`src/cigar_span_clip_overlap_counter_core_macros.svh`:
```
// Assertion macros shared by the CIGAR span counter modules.
`ifndef CIGAR_SPAN_CLIP_OVERLAP_COUNTER_CORE_MACROS_SVH
`define CIGAR_SPAN_CLIP_OVERLAP_COUNTER_CORE_MACROS_SVH

// Same-cycle implication, sampled on clk and disabled during rst.
`define CSCOC_ASSERT_IMP(lbl, ante, cons) \
  lbl: assert property (@(posedge clk) disable iff (rst) (ante) |-> (cons)) \
    else $error("cscoc: same-cycle check failed");

// Next-cycle implication, sampled on clk and disabled during rst.
`define CSCOC_ASSERT_NXT(lbl, ante, cons) \
  lbl: assert property (@(posedge clk) disable iff (rst) (ante) |=> (cons)) \
    else $error("cscoc: next-cycle check failed");

`endif

```
`src/cscoc_pkg.sv`:
```
// Shared types, codes and helpers for the CIGAR span, clip and overlap counter.
package cscoc_pkg;

  // Operation kinds. Codes above KIND_PAD behave like KIND_NONE.
  localparam logic [3:0] KIND_NONE     = 4'd0;
  localparam logic [3:0] KIND_MATCH    = 4'd1;
  localparam logic [3:0] KIND_MISMATCH = 4'd2;
  localparam logic [3:0] KIND_INSERT   = 4'd3;
  localparam logic [3:0] KIND_DELETION = 4'd4;
  localparam logic [3:0] KIND_SKIP     = 4'd5;
  localparam logic [3:0] KIND_SOFT     = 4'd6;
  localparam logic [3:0] KIND_HARD     = 4'd7;
  localparam logic [3:0] KIND_PAD      = 4'd8;

  // Configuration register indexes.
  localparam logic [1:0] REG_REGION_START   = 2'd0;
  localparam logic [1:0] REG_REGION_END     = 2'd1;
  localparam logic [1:0] REG_READ_START_POS = 2'd2;

  // Reset values of the configuration registers.
  localparam logic [31:0] REGION_START_RESET   = 32'h0000_0000;
  localparam logic [31:0] REGION_END_RESET     = 32'hFFFF_FFFF;
  localparam logic [31:0] READ_START_POS_RESET = 32'h0000_0000;

  // Region end code that leaves the region open.
  localparam logic [31:0] REGION_END_OPEN = 32'hFFFF_FFFF;

  // One CIGAR operation.
  typedef struct packed {
    logic [3:0]  op_kind;
    logic [27:0] op_length;
    logic        op_last;
  } op_item_t;

  // Counts reported at the end of a CIGAR.
  typedef struct packed {
    logic [31:0] query_length;
    logic [31:0] reference_length;
    logic [31:0] leading_clips;
    logic [31:0] trailing_clips;
    logic [31:0] overlap_count;
  } result_t;

  // Region bounds as reference offsets from the alignment start.
  typedef struct packed {
    logic signed [33:0] lo_off;
    logic signed [33:0] end_off;
    logic               open;
  } region_t;

  // Saturating add of an operation length onto a 32-bit sum.
  function automatic logic [31:0] sat_add(logic [31:0] a, logic [27:0] b);
    logic [32:0] s;
    s = {1'b0, a} + {5'b0, b};
    return s[32] ? 32'hFFFF_FFFF : s[31:0];
  endfunction

endpackage

```
`src/cscoc_overlap.sv`:
```
// Number of bases of one aligned operation that fall inside the region.
module cscoc_overlap (
  input  logic [31:0]        ref_offset,
  input  logic [27:0]        op_length,
  input  cscoc_pkg::region_t region,
  output logic [27:0]        count
);

  logic signed [33:0] r0;
  logic signed [33:0] hi_op;
  logic signed [33:0] lo;
  logic signed [33:0] hi;
  logic signed [33:0] diff;

  // Intersect [r0, r0 + len) with [lo_off, end_off).
  always_comb begin
    r0    = $signed({2'b00, ref_offset});
    hi_op = r0 + $signed({6'b0, op_length});
    lo    = (region.lo_off > r0) ? region.lo_off : r0;
    hi    = (!region.open && (region.end_off < hi_op)) ? region.end_off : hi_op;
    diff  = hi - lo;
    count = (hi > lo) ? diff[27:0] : 28'd0;
  end

endmodule

```
`src/cscoc_accum.sv`:
```
// Running sums of one CIGAR and the counts they give after each operation.
`include "cigar_span_clip_overlap_counter_core_macros.svh"

module cscoc_accum (
  input  logic                clk,
  input  logic                rst,
  input  logic                fire,
  input  cscoc_pkg::op_item_t item,
  input  cscoc_pkg::region_t  region,
  output cscoc_pkg::result_t  sums_next
);

  logic [31:0] query_total;
  logic [31:0] ref_total;
  logic [31:0] leading_total;
  logic        still_leading;
  logic [31:0] trailing_total;
  logic [31:0] overlap_total;

  logic        still_leading_next;
  logic        is_aligned;
  logic        is_query;
  logic        is_ref;
  logic        is_clip;
  logic [27:0] op_overlap;

  cscoc_overlap u_overlap (
    .ref_offset (ref_total),
    .op_length  (item.op_length),
    .region     (region),
    .count      (op_overlap)
  );

  // Decode which sums this operation feeds; unknown kinds feed none.
  always_comb begin
    is_aligned = (item.op_kind == cscoc_pkg::KIND_MATCH) ||
                 (item.op_kind == cscoc_pkg::KIND_MISMATCH);
    is_query   = is_aligned || (item.op_kind == cscoc_pkg::KIND_INSERT) ||
                 (item.op_kind == cscoc_pkg::KIND_SOFT);
    is_ref     = is_aligned || (item.op_kind == cscoc_pkg::KIND_DELETION) ||
                 (item.op_kind == cscoc_pkg::KIND_SKIP);
    is_clip    = (item.op_kind == cscoc_pkg::KIND_SOFT) ||
                 (item.op_kind == cscoc_pkg::KIND_HARD);
  end

  // Sums including the current operation.
  always_comb begin
    sums_next.query_length     = is_query ? cscoc_pkg::sat_add(query_total, item.op_length)
                                          : query_total;
    sums_next.reference_length = is_ref ? cscoc_pkg::sat_add(ref_total, item.op_length)
                                        : ref_total;
    sums_next.overlap_count    = is_aligned ? cscoc_pkg::sat_add(overlap_total, op_overlap)
                                            : overlap_total;
    if (is_clip) begin
      sums_next.leading_clips  = still_leading ?
                                 cscoc_pkg::sat_add(leading_total, item.op_length) :
                                 leading_total;
      sums_next.trailing_clips = cscoc_pkg::sat_add(trailing_total, item.op_length);
      still_leading_next       = still_leading;
    end else begin
      sums_next.leading_clips  = leading_total;
      sums_next.trailing_clips = 32'd0;
      still_leading_next       = 1'b0;
    end
  end

  // Update on each processed operation; the last one starts a new CIGAR.
  always_ff @(posedge clk) begin
    if (rst || (fire && item.op_last)) begin
      query_total    <= 32'd0;
      ref_total      <= 32'd0;
      leading_total  <= 32'd0;
      still_leading  <= 1'b1;
      trailing_total <= 32'd0;
      overlap_total  <= 32'd0;
    end else if (fire) begin
      query_total    <= sums_next.query_length;
      ref_total      <= sums_next.reference_length;
      leading_total  <= sums_next.leading_clips;
      still_leading  <= still_leading_next;
      trailing_total <= sums_next.trailing_clips;
      overlap_total  <= sums_next.overlap_count;
    end
  end

  // While only clips have been seen, both clip runs are the same run.
  `CSCOC_ASSERT_IMP(a_clip_runs_agree, still_leading, leading_total == trailing_total)
  // Overlap bases are a subset of the reference span.
  `CSCOC_ASSERT_IMP(a_overlap_in_span, 1'b1, overlap_total <= ref_total)
  // The last operation leaves cleared sums behind.
  `CSCOC_ASSERT_NXT(a_clear_on_last, fire && item.op_last,
                    (query_total == 32'd0) && (ref_total == 32'd0) && still_leading)

endmodule

```
`src/cigar_span_clip_overlap_counter_core.sv`:
```
// CIGAR span, clip and overlap counter: takes one operation per cycle unless stalled, one result per CIGAR.
// The result register loads the sums when the last operation of a CIGAR leaves the input register.
// Throughput: one operation per cycle, except while a last operation waits for the result register.
// A last operation waits in the input register while an earlier result is unaccepted.
// Reset (rst, synchronous) clears all sums, empties both registers and restores the
// configuration registers to region_start 0, region_end -1 (open) and read_start_pos 0.
`include "cigar_span_clip_overlap_counter_core_macros.svh"

module cigar_span_clip_overlap_counter_core (
  input  logic                clk,
  input  logic                rst,
  input  logic                in_valid,
  output logic                in_ready,
  input  cscoc_pkg::op_item_t in_data,
  output logic                out_valid,
  input  logic                out_ready,
  output cscoc_pkg::result_t  out_data,
  input  logic                cfg_valid,
  output logic                cfg_ready,
  input  logic [1:0]          cfg_index,
  input  logic [31:0]         cfg_data
);

  logic [31:0]         region_start;
  logic [31:0]         region_end;
  logic [31:0]         read_start_pos;
  cscoc_pkg::region_t  region;
  cscoc_pkg::op_item_t stage;
  logic                stage_valid;
  logic                stage_advance;
  logic                fire;
  cscoc_pkg::result_t  sums_next;

  assign cfg_ready = 1'b1;

  // Configuration register writes.
  always_ff @(posedge clk) begin
    if (rst) begin
      region_start   <= cscoc_pkg::REGION_START_RESET;
      region_end     <= cscoc_pkg::REGION_END_RESET;
      read_start_pos <= cscoc_pkg::READ_START_POS_RESET;
    end else if (cfg_valid && cfg_ready) begin
      unique case (cfg_index)
        cscoc_pkg::REG_REGION_START:   region_start   <= cfg_data;
        cscoc_pkg::REG_REGION_END:     region_end     <= cfg_data;
        cscoc_pkg::REG_READ_START_POS: read_start_pos <= cfg_data;
        default: ;
      endcase
    end
  end

  // Region bounds as offsets from the alignment start, kept in registers.
  always_ff @(posedge clk) begin
    region.lo_off  <= $signed({{2{region_start[31]}}, region_start}) -
                      $signed({{2{read_start_pos[31]}}, read_start_pos});
    region.end_off <= $signed({{2{region_end[31]}}, region_end}) -
                      $signed({{2{read_start_pos[31]}}, read_start_pos});
    region.open    <= (region_end == cscoc_pkg::REGION_END_OPEN);
  end

  // A staged operation moves on unless it must hand a result to a full output register.
  assign stage_advance = !stage.op_last || !out_valid || out_ready;
  assign fire          = stage_valid && stage_advance;
  assign in_ready      = !stage_valid || stage_advance;

  // Input register.
  always_ff @(posedge clk) begin
    if (rst) begin
      stage_valid <= 1'b0;
    end else if (in_valid && in_ready) begin
      stage_valid <= 1'b1;
    end else if (fire) begin
      stage_valid <= 1'b0;
    end
  end

  always_ff @(posedge clk) begin
    if (in_valid && in_ready) begin
      stage <= in_data;
    end
  end

  cscoc_accum u_accum (
    .clk       (clk),
    .rst       (rst),
    .fire      (fire),
    .item      (stage),
    .region    (region),
    .sums_next (sums_next)
  );

  // Result register, loaded by the last operation of a CIGAR.
  always_ff @(posedge clk) begin
    if (rst) begin
      out_valid <= 1'b0;
    end else if (fire && stage.op_last) begin
      out_valid <= 1'b1;
    end else if (out_ready) begin
      out_valid <= 1'b0;
    end
  end

  always_ff @(posedge clk) begin
    if (fire && stage.op_last) begin
      out_data <= sums_next;
    end
  end

  // A result only appears after a last operation was processed.
  `CSCOC_ASSERT_IMP(a_result_from_last, $rose(out_valid), $past(fire && stage.op_last))
  // A last operation waits in the input register while the result is blocked.
  `CSCOC_ASSERT_NXT(a_last_holds, stage_valid && stage.op_last && out_valid && !out_ready,
                    stage_valid && $stable(stage))
  // Reported overlap never exceeds the reported reference span.
  `CSCOC_ASSERT_IMP(a_out_overlap, out_valid,
                    out_data.overlap_count <= out_data.reference_length)

endmodule

```
`config.mk`:
```
export PLATFORM = sky130hd
export DESIGN_NAME = cigar_span_clip_overlap_counter_core
export DESIGN_NICKNAME = d
export VERILOG_FILES = /design/src/cscoc_pkg.sv /design/src/cscoc_overlap.sv /design/src/cscoc_accum.sv /design/src/cigar_span_clip_overlap_counter_core.sv
export VERILOG_INCLUDE_DIRS = /design/src /design/src/src
export SDC_FILE = /design/constraint.sdc
export NUM_CORES = 1
export LEC_CHECK = 0
export BUFFER_PORTS_ARGS = -buffer_cell sky130_fd_sc_hd__buf_2
export CAP_MARGIN = 20
export CORE_ASPECT_RATIO = 0.6
export CORE_MARGIN = 1.5
export CORE_UTILIZATION = 48
export DETAILED_ROUTE_END_ITERATION = 8
export GPL_ROUTABILITY_DRIVEN = 0
export PLACE_DENSITY = 0.68
export SETUP_SLACK_MARGIN = 0.1
export SYNTH_ARGS = -nofsm -noshare
export SYNTH_HDL_FRONTEND = slang
export SYNTH_HIERARCHICAL = 1
export SYNTH_SLANG_ARGS = --single-unit
```
`constraint.sdc`:
```
create_clock -name clk -period 9.65 [get_ports clk]
set_input_delay 1.93 -clock clk [delete_from_list [all_inputs] [get_ports clk]]
set_output_delay 1.93 -clock clk [all_outputs]
set_load 0.1 [all_outputs]
```
# After elaboration in Yosys (flattened, before gate mapping)
# Index checks and enable logic that the tools add are counted.
[totals]
regBits = 519
in_bits = 72
out_inout_bits = 163
wordCells = 87
[op_classes]
add_sub_neg = 9
n_lt_le_gt_ge = 3
eq_ne = 10
mux = 17
n_bitwise = 1
reduce_logical = 25
[op_table]
columns = ["operator", "n"]
rows = [
  ["32-bit 2-to-1 mux", 9],
  ["32-bit by 28-bit adder with 33-bit output", 6],
  ["34-bit 2-to-1 mux", 2],
  ["32-bit by 32-bit subtractor with 33-bit output", 2],
  ["64-bit 2-to-1 mux", 1],
  ["34-bit greater-than comparator", 1],
  ["33-bit by 34-bit < comparator with 1-bit output", 1],
  ["33-bit greater-than comparator", 1],
  ["32-bit equality test (second input constant)", 1],
  ["28-bit 2-to-1 mux", 1],
  ["28-bit subtractor", 1],
  ["4-bit by 3-bit equality test with 1-bit output (second input constant)", 4],
  ["1-bit logical OR", 10],
  ["4-bit by 2-bit equality test with 1-bit output (second input constant)", 2],
  ["2-bit AND reduction", 4],
  ["4-bit by 1-bit equality test with 1-bit output (second input constant)", 1],
  ["1-bit logical AND", 4],
  ["1-bit logical NOT", 4],
  ["1-bit 2-to-1 mux", 4],
  ["2-bit nonzero test", 2],
  ["2-bit by 1-bit equality test with 1-bit output (second input constant)", 1],
  ["2-bit equality test (second input constant)", 1],
  ["2-bit logical NOT", 1],
  ["1-bit inverter", 1],
]

# Longest topological paths before layout
# Gate-level depths: netlist (run 1).
[depth]
ltp_word = 9
mapped_depth = 43
mapped_depth_nobuf = 39

# Cells and area by module
# The synthesis (run 1) kept the hierarchy.
[by_module_without_submodules]
columns = ["mod", "n_inst", "cells_each", "area_per_inst_um2", "seq_area_each_um2"]
rows = [
  ["cigar_span_clip_overlap_counter_core", 1, 1284, 14615.3, 9098.7],
  ["cscoc_accum", 1, 1993, 14541.4, 3223.1],
  ["cscoc_overlap", 1, 782, 5564.1, 0.0],
]

# Worst setup path after synthesis (run 1)
# No wires, ideal clock.
[synth_timing]
path_kind = "register to register"
startpoint = "register stage[2] in the netlist's numbering"
endpoint = "register out_data[29] in the netlist's numbering (data pin)"
setup_time_ns = 0.260
arrival_ns = 9.137
slack_ns = 0.253
stages_incl_launch_ff = 43
n_path_buf = 4
cell_sequence = "edfxtp_1 -> fa_1 -> a211oi_1 -> o211ai_1 -> a31oi_1 -> o21ai_1 -> o21ai_1 -> o21ai_2 -> a31o_2 -> and2_1 -> ha_1 -> nand4b_1 -> or2_2 -> nor4_1 -> nor2b_1 -> a31o_2 -> nor2_1 -> clkbuf_1 -> [... 7 more ...] -> o21a_1 -> or3_1 -> o221a_2 -> o21ai_4 -> buf_6 -> nor2_1 -> ha_1 -> fa_1 -> a211oi_2 -> o2111ai_1 -> a21oi_2 -> a21oi_2 -> a31oi_1 -> nor3_2 -> buf_2 -> nand2_1 -> nand2_1 -> mux2_2"
[synth_lines]
columns = ["element", "line", "text"]
rows = [
  ["start, declared", "cigar_span_clip_overlap_counter_core.sv:28", "cscoc_pkg::op_item_t stage;"],
  ["start signal, assigned", "cigar_span_clip_overlap_counter_core.sv:79", "stage <= in_data;"],
  ["end signal, assigned", "cigar_span_clip_overlap_counter_core.sv:105", "out_data <= sums_next;"],
  ["end, declared", "cigar_span_clip_overlap_counter_core.sv:17", "output cscoc_pkg::result_t out_data,"],
]

# Worst setup path after layout (run 1)
[layout_timing]
startpoint = "register stage[1] in the netlist's numbering"
endpoint = "register u_accum.overlap_total[31]"
[layout_via]
elab_chain_cells = 9
[layout_rtl]
columns = ["element", "line", "text"]
rows = [
  ["32-bit by 28-bit adder with 33-bit output (*)", "cscoc_overlap.sv:18", "hi_op = r0 + $signed({6'b0, op_length});"],
  ["33-bit by 34-bit < comparator with 1-bit output", "cscoc_overlap.sv:20", "hi = (!region.open && (region.end_off < hi_op)) ? region.end_off : hi_op;"],
  ["1-bit logical AND", "cscoc_overlap.sv:20", ""],
  ["34-bit 2-to-1 mux (*)", "cscoc_overlap.sv:20", ""],
  ["28-bit subtractor / 34-bit greater-than comparator (equally long branches)", "cscoc_overlap.sv:21, cscoc_overlap.sv:22", ""],
  ["28-bit 2-to-1 mux (*)", "cscoc_overlap.sv:22", "count = (hi > lo) ? diff[27:0] : 28'd0;"],
  ["net u_accum.op_overlap[4]", "cscoc_accum.sv:25", "logic [27:0] op_overlap;"],
  ["32-bit by 28-bit adder with 33-bit output (*)", "cscoc_pkg.sv:54", "s = {1'b0, a} + {5'b0, b};"],
  ["32-bit 2-to-1 mux (*)", "cscoc_pkg.sv:55", "return s[32] ? 32'hFFFF_FFFF : s[31:0];"],
  ["32-bit 2-to-1 mux (*)", "cscoc_accum.sv:52", "sums_next.overlap_count = is_aligned ? cscoc_pkg::sat_add(overlap_total, op_overlap)"],
  ["end signal, assigned", "cscoc_accum.sv:82", "overlap_total <= sums_next.overlap_count;"],
  ["end, declared", "cscoc_accum.sv:18", "logic [31:0] overlap_total;"],
]
# The timed path passes the listed nets; every way through them passes the cells marked *.
# A chain may end at the register's enable or synchronous reset.

==> results of run 1 <==
## stage by stage
| stage | utilization | total power, µW | setup TNS (ns) | area, µm² |
|---|---|---|---|---|
| 2_1_floorplan | - | 4540 | 0 | 34700 |
| 3_3_place_gp | 0.521 | 5350 | 0 | 37400 |
| 3_5_place_dp | 0.521 | 5380 | -0.452 | 37400 |
| 4_1_cts | 0.546 | 7560 | 0 | 39200 |
| 5_1_grt | 0.552 | 8090 | -0.0567 | 39600 |
| 6_report | 0.552 | 7750 | 0 | 39600 |
## kinds of logic after synthesis
kind of cell | synth area share
simple gates | 0.173
xor+xnor | 0.0537
fa+ha+maj | 0.124
other cells | 0.000216
mux | 0.0148
buf+inv | 0.0375
compound gates | 0.241
flops | 0.355
## repair_timing
action / CTS / global route
cloned: 0 / 2
resized for setup: 8 / 51
pin swaps: 0 / 25
setup endpoints to repair: 57 / 64
setup buffers: 0 / 17
## metal layers
| layer | track usage | wire length [µm] | share of wire | vias to the layer above |
|---|---|---|---|---|
| li1 | - | - | - | 15300 |
| met1 | 0.473 | 54600 | 0.49 | 15300 |
| met2 | 0.383 | 42600 | 0.38 | 1642 |
| met3 | 0.0749 | 13500 | 0.12 | 131 |
| met4 | 0.0549 | 1840 | 0.016 | 2 |
| met5 | 0 | 14 | 0.00012 | - |
## area by class of cell
cell class	count	area, µm²
inverters	141	529
flip-flops and latches	519	12300
well taps	975	1220
clock inverters	37	409
repair buffers	372	2250
fillers	6609	32100
clock buffers	61	1380
multi-input cells	3222	21500
## worst min-delay path by stage
| stage | startpoint | end | slack (ns) | depth (start not counted) |
|---|---|---|---|---|
| after floorplan | u_accum/trailing_total[16] | u_accum/trailing_total[16] | 0.43 | 2 |
| after global placement | u_accum/trailing_total[13] | u_accum/trailing_total[13] | 0.44 | 1 |
| after detailed placement | read_start_pos[30] | read_start_pos[30] | 0.45 | 2 |
| after CTS | read_start_pos[30] | read_start_pos[30] | 0.46 | 2 |
| after global routing | read_start_pos[9] | read_start_pos[9] | 0.48 | 2 |
| final | read_start_pos[12] | read_start_pos[12] | 0.46 | 2 |
## power groups by stage
stage	registers (µW)	clock network, µW	logic, µW
5_1_grt	2530	2290	3270
3_5_place_dp	2560	0	2820
6_report	2510	2170	3070
3_3_place_gp	2560	0	2790
2_1_floorplan	2710	0	1830
4_1_cts	2510	2210	2840
## worst register-to-register path, delay by kind of cell, from the launching register on
family,cells,cell delay [ns]
AO/OA/AOI/OAI,26,5.18
adder cells (fa/ha/maj),5,1.48
AND/OR/NAND/NOR,5,1.22
buffers and inverters,5,0.91
flip-flops,1,0.40
## synthesized netlist by cell type, types with 67 or more instances
library cell / instances
dfxtp_1: 326
xnor2_1: 133
a21o_1: 143
clkbuf_1: 138
xor2_1: 80
ha_1: 330
nand4_1: 67
edfxtp_1: 193
nand3_1: 68
nand2_1: 493
nor2_1: 383
a21oi_1: 426
o21ai_0: 244
inv_1: 140
==> results.cfg, run 1 <==
[power_and_ir_drop]
pwr-share-seq = 0.324
p_leak_uw = 0.0168
power_density_mw_per_mm2 = 196
power.combinational.fraction = 0.396
net-switching-power_uw = 3010
max-vdd-ir-drop_mv = 0.199
clockPowerShare = 0.280
sw_frac_of_total = 0.389
p_int_uw = 4740

[timing]
fin_crit_ns = 9.30
slew_headroom = 0.247
max_slew.worst_pin.slew_ns = 1.13
setup_viol = 0
layout_setup_ws_ns = 0.349
hold_viol = 0
period_share = 0.964
rsz0062_at_grt = true
final-max-slew-violation-count = 0
fmax_mhz = 108
finalClockSkew_ns = 0.0238
whs_ns = 0.455

[run]
drv_cap = 0

[route]
num_vias = 32400
wirelength_um = 113000
wl_per_cell_um = 21.1
vias_per_cell = 6.08
dr.first_iter.drc_count = 3823
antenna_left = 0
drc = 0
drt_first_pass_iters = 6

[clocking]
clk_latency_ns = 0.64
cts_tree = done
clock-root-buffer = clkbuf_16
clockBufferDepth = 3
h-tree-depth = 2
path_clk_slew_ns = 0.06
cts_buffers = 52
clock_sinks = 519
hold_buffers = 0

[layout]
final_cell_mix = nand2_1, a21oi_1, nor2_1
largest_reg_flops = 160
syn2layout_area_growth_pct = 14.0
top_regs = out_data (160), region (67), stage (33)
final_net_count = 4719
layout-drive-gt1-share = 0.136
layout_commonest_cell = nand2_1
largest_register = out_data
layoutNonFillerInstCount = 5327
diodes = 0

[worst_setup_path]
reg2reg_to = u_accum/overlap_total[31]
arrival_ns = 9.84
endpoint = u_accum/overlap_total[31]
endpoint_kind = flip-flop
criticalPathCategory = reg2reg
cp-start-kind = flip-flop
critPathTopFamily = compound AO/OA/AOI/OAI gates
worst-path-buf-inv = 5
cp_slowest_cell = nor3_4
crit_cells = 41
reg2reg_slack_ns = 0.35
rr_startpoint = stage[1]
critPathLaunch = stage[1]
reg2regPathDepth = 41
crit_path_max_fanout = 11
critical_path_required_ns = 10.19
critPathMaxStageDelay_ns = 0.44

[place]
dp_hpwl_um = 85400
dp_cells = 5209
pre_cts_slack_ns = -0.0813
numPortBuffers = 233

[yosys]
synth_nets = 4470
synthesis.area_mm2 = 0.0347
synth.top_cell.area_share = 0.188
ys.flop_type = dfxtp_1
synthDistinctLibCells = 107
ys_ff_latch = 519
yosysSeqAreaShare = 0.355
syn_area_per_cell_um2 = 8.55
syn_inst = 4059
synth_enable_flop_cells = 193
synth_top_cell_by_area = dfxtp_1
netlist_top_cells_area = dfxtp_1, edfxtp_1, ha_1
synthArstFlopShare = 0
ys_warn_count = 6

[grt]
grt_use_total = 0.293
grt_antenna_before_repair = 5
grt_overflow = 0
grt_max_degree = 139
grt_pass1_vias = 28400
grt_pass1_wl_um = 169000

[floorplanning]
dieArea_mm2 = 0.0740
rows = 76
pin_count = 235
fp.dieW_um = 350
initial_core_util = 0.484
coreArea_mm2 = 0.0717
fp.dieH_um = 211

[min_path]
hold_class = reg2reg

[status]
status = finished, final reports clean
Note: power is estimated with default switching activity, not from simulation.
==> run 2, diff against run 1 <==
--- a/config.mk
+++ b/config.mk
@@ -14,6 +14,7 @@
 export DETAILED_ROUTE_END_ITERATION = 8
 export GPL_ROUTABILITY_DRIVEN = 0
 export PLACE_DENSITY = 0.68
+export RECOVER_POWER = 100
 export SETUP_SLACK_MARGIN = 0.1
 export SYNTH_ARGS = -nofsm -noshare
 export SYNTH_HDL_FRONTEND = slang
==> results.cfg, run 2 (synthesis results as in run 1) <==
[status]
status = complete, but fails checks
violations = max-capacitance violations, max-slew violations

[layout]
largest_register = out_data
layout-drive-gt1-share = 0.0880
largest_reg_flops = 160
layout_commonest_cell = nand2_1
top_regs = out_data (160), region (67), stage (33)
regArea_mm2 = 0.0123
final_net_count = 4719
final_cell_mix = nand2_1, a21oi_1, nor2_1
stdcell_area_mm2 = 0.0391
syn2layout_area_growth_pct = 12.7
layoutNonFillerInstCount = 5328
multiInputGateArea_mm2 = 0.0213
n_fill_cell = 6719

[worst_setup_path]
reg2reg_to = u_accum/overlap_total[31]
crit_path_max_fanout = 11
critPathMaxStageDelay_ns = 0.43
rr_startpoint = stage[1]
reg2regPathDepth = 40
critical_path_required_ns = 10.17
reg2reg_slack_ns = 0.30
cp_slowest_cell = nor3_4
arrival_ns = 9.87
criticalPathCategory = reg2reg
endpoint_kind = flip-flop
cp-start-kind = flip-flop
path_common_cell = o211ai_1

[grt]
grt_overflow = 0
grt_pass1_vias = 28400
grt_antenna_before_repair = 5
grt_pass1_wl_um = 169000
grt_use_total = 0.293
grt_max_degree = 139

[timing]
slew_headroom = -1.60
period_share = 0.969
fin_crit_ns = 9.35
rsz0062_at_grt = true
finalClockSkew_ns = 0.0235
fmax_mhz = 107
setup_viol = 0
max_slew.worst_pin.slew_ns = 3.90
final-max-slew-violation-count = 575
hold_viol = 0

[floorplanning]
coreArea_mm2 = 0.0717
initial_core_util = 0.484
fp.dieW_um = 350
rows = 76
fp.dieH_um = 211
pin_count = 235
dieArea_mm2 = 0.0740

[route]
antenna_left = 0
wl_per_cell_um = 21.1
dr.first_iter.drc_count = 3887
vias_per_cell = 6.06
num_vias = 32300
wirelength_um = 113000
drc = 0
drt_first_pass_iters = 6

[power_and_ir_drop]
pwr-share-seq = 0.325
p_leak_uw = 0.0163
net-switching-power_uw = 3010
p_int_uw = 4730
max-vdd-ir-drop_mv = 0.200
power_density_mw_per_mm2 = 198
clockPowerShare = 0.281
power.combinational.fraction = 0.394
sw_frac_of_total = 0.389

[clocking]
hold_buffers = 0
clockBufferDepth = 3
clock_sinks = 519
clock-root-buffer = clkbuf_16
cts_tree = done
clk_latency_ns = 0.64
cts_buffers = 52
path_clk_slew_ns = 0.06
h-tree-depth = 2

[place]
placed_area_mm2 = 0.0374
dp_cells = 5209
dp_hpwl_um = 85400
numPortBuffers = 233

[run]
drv_cap = 12

[min_path]
holdPathEnd = read_start_pos[12]
min_path_cells = 2
hold_class = reg2reg
holdCritStartpoint = read_start_pos[12]
run 2: routing by layer:
metal  track usage  routed length (µm)  up-vias
met5             0                  14        -
met4        0.0549                2030        2
met3        0.0749               13600      134
met2         0.383               42200     1656
met1         0.473               54600    15200
li1              -                   -    15400
run 2: worst max-delay path: cells and delay by family, from the launching register on:
family	cells	cell delay, ns
AO/OA/AOI/OAI	25	5.15
adder cells (fa/ha/maj)	6	1.68
AND/OR/NAND/NOR	4	0.95
buffers and inverters	4	0.74
flip-flops	1	0.40
multiplexers	1	0.30
run 2: power groups by stage:
stage	clock (µW)	sequential (µW)	combinational [µW]
finish	2170	2520	3050
global route	2290	2530	3250
CTS	2210	2510	2840
detailed placement	0	2560	2820
global placement	0	2560	2790
floorplan	0	2710	1830
run 2: worst max path at each step:
stage                     startpoint                        end  slack [ns]  cells after the start
after CTS                   stage[1]               out_data[29]        0.18                     39
after global routing        stage[1]  u_accum/overlap_total[31]       -0.07                     40
after detailed placement    stage[1]  u_accum/overlap_total[31]       -0.08                     40
after global placement      stage[1]               out_data[29]        0.04                     39
final                       stage[1]  u_accum/overlap_total[31]        0.30                     40
after floorplan             stage[2]               out_data[29]        0.25                     42
run 2: final cells by class:
| class | count | area share |
|---|---|---|
| antenna | 1 | 0.0000639 |
| clock buffer | 61 | 0.0352 |
| clock inverter | 37 | 0.0105 |
| inverter | 141 | 0.0135 |
| multi-input combinational | 3222 | 0.545 |
| sequential | 519 | 0.315 |
| tap | 975 | 0.0312 |
| timing repair buffer | 372 | 0.0500 |
run 2: what timing repair did:
| item | in CTS | in global routing |
|---|---|---|
| resized for setup | 8 | 51 |
| endpoints found under the setup margin | 57 | 64 |
| pin swaps | 0 | 25 |
| buffers inserted | 0 | 17 |
| cloned | 0 | 2 |
run 2: per-stage QoR:
stage / TNS [ns] / total power (µW) / hold WS (ns) / worst slack (ns) / util
2_1_floorplan: 0 / 4540 / 0.429 / 0.253 / -
4_1_cts: 0 / 7560 / 0.458 / 0.179 / 0.546
6_report: 0 / 7740 / 0.455 / 0.302 / 0.546
3_3_place_gp: 0 / 5350 / 0.440 / 0.0418 / 0.521
5_1_grt: -0.0735 / 8070 / 0.475 / -0.0735 / 0.546
3_5_place_dp: -0.452 / 5380 / 0.449 / -0.0813 / 0.521
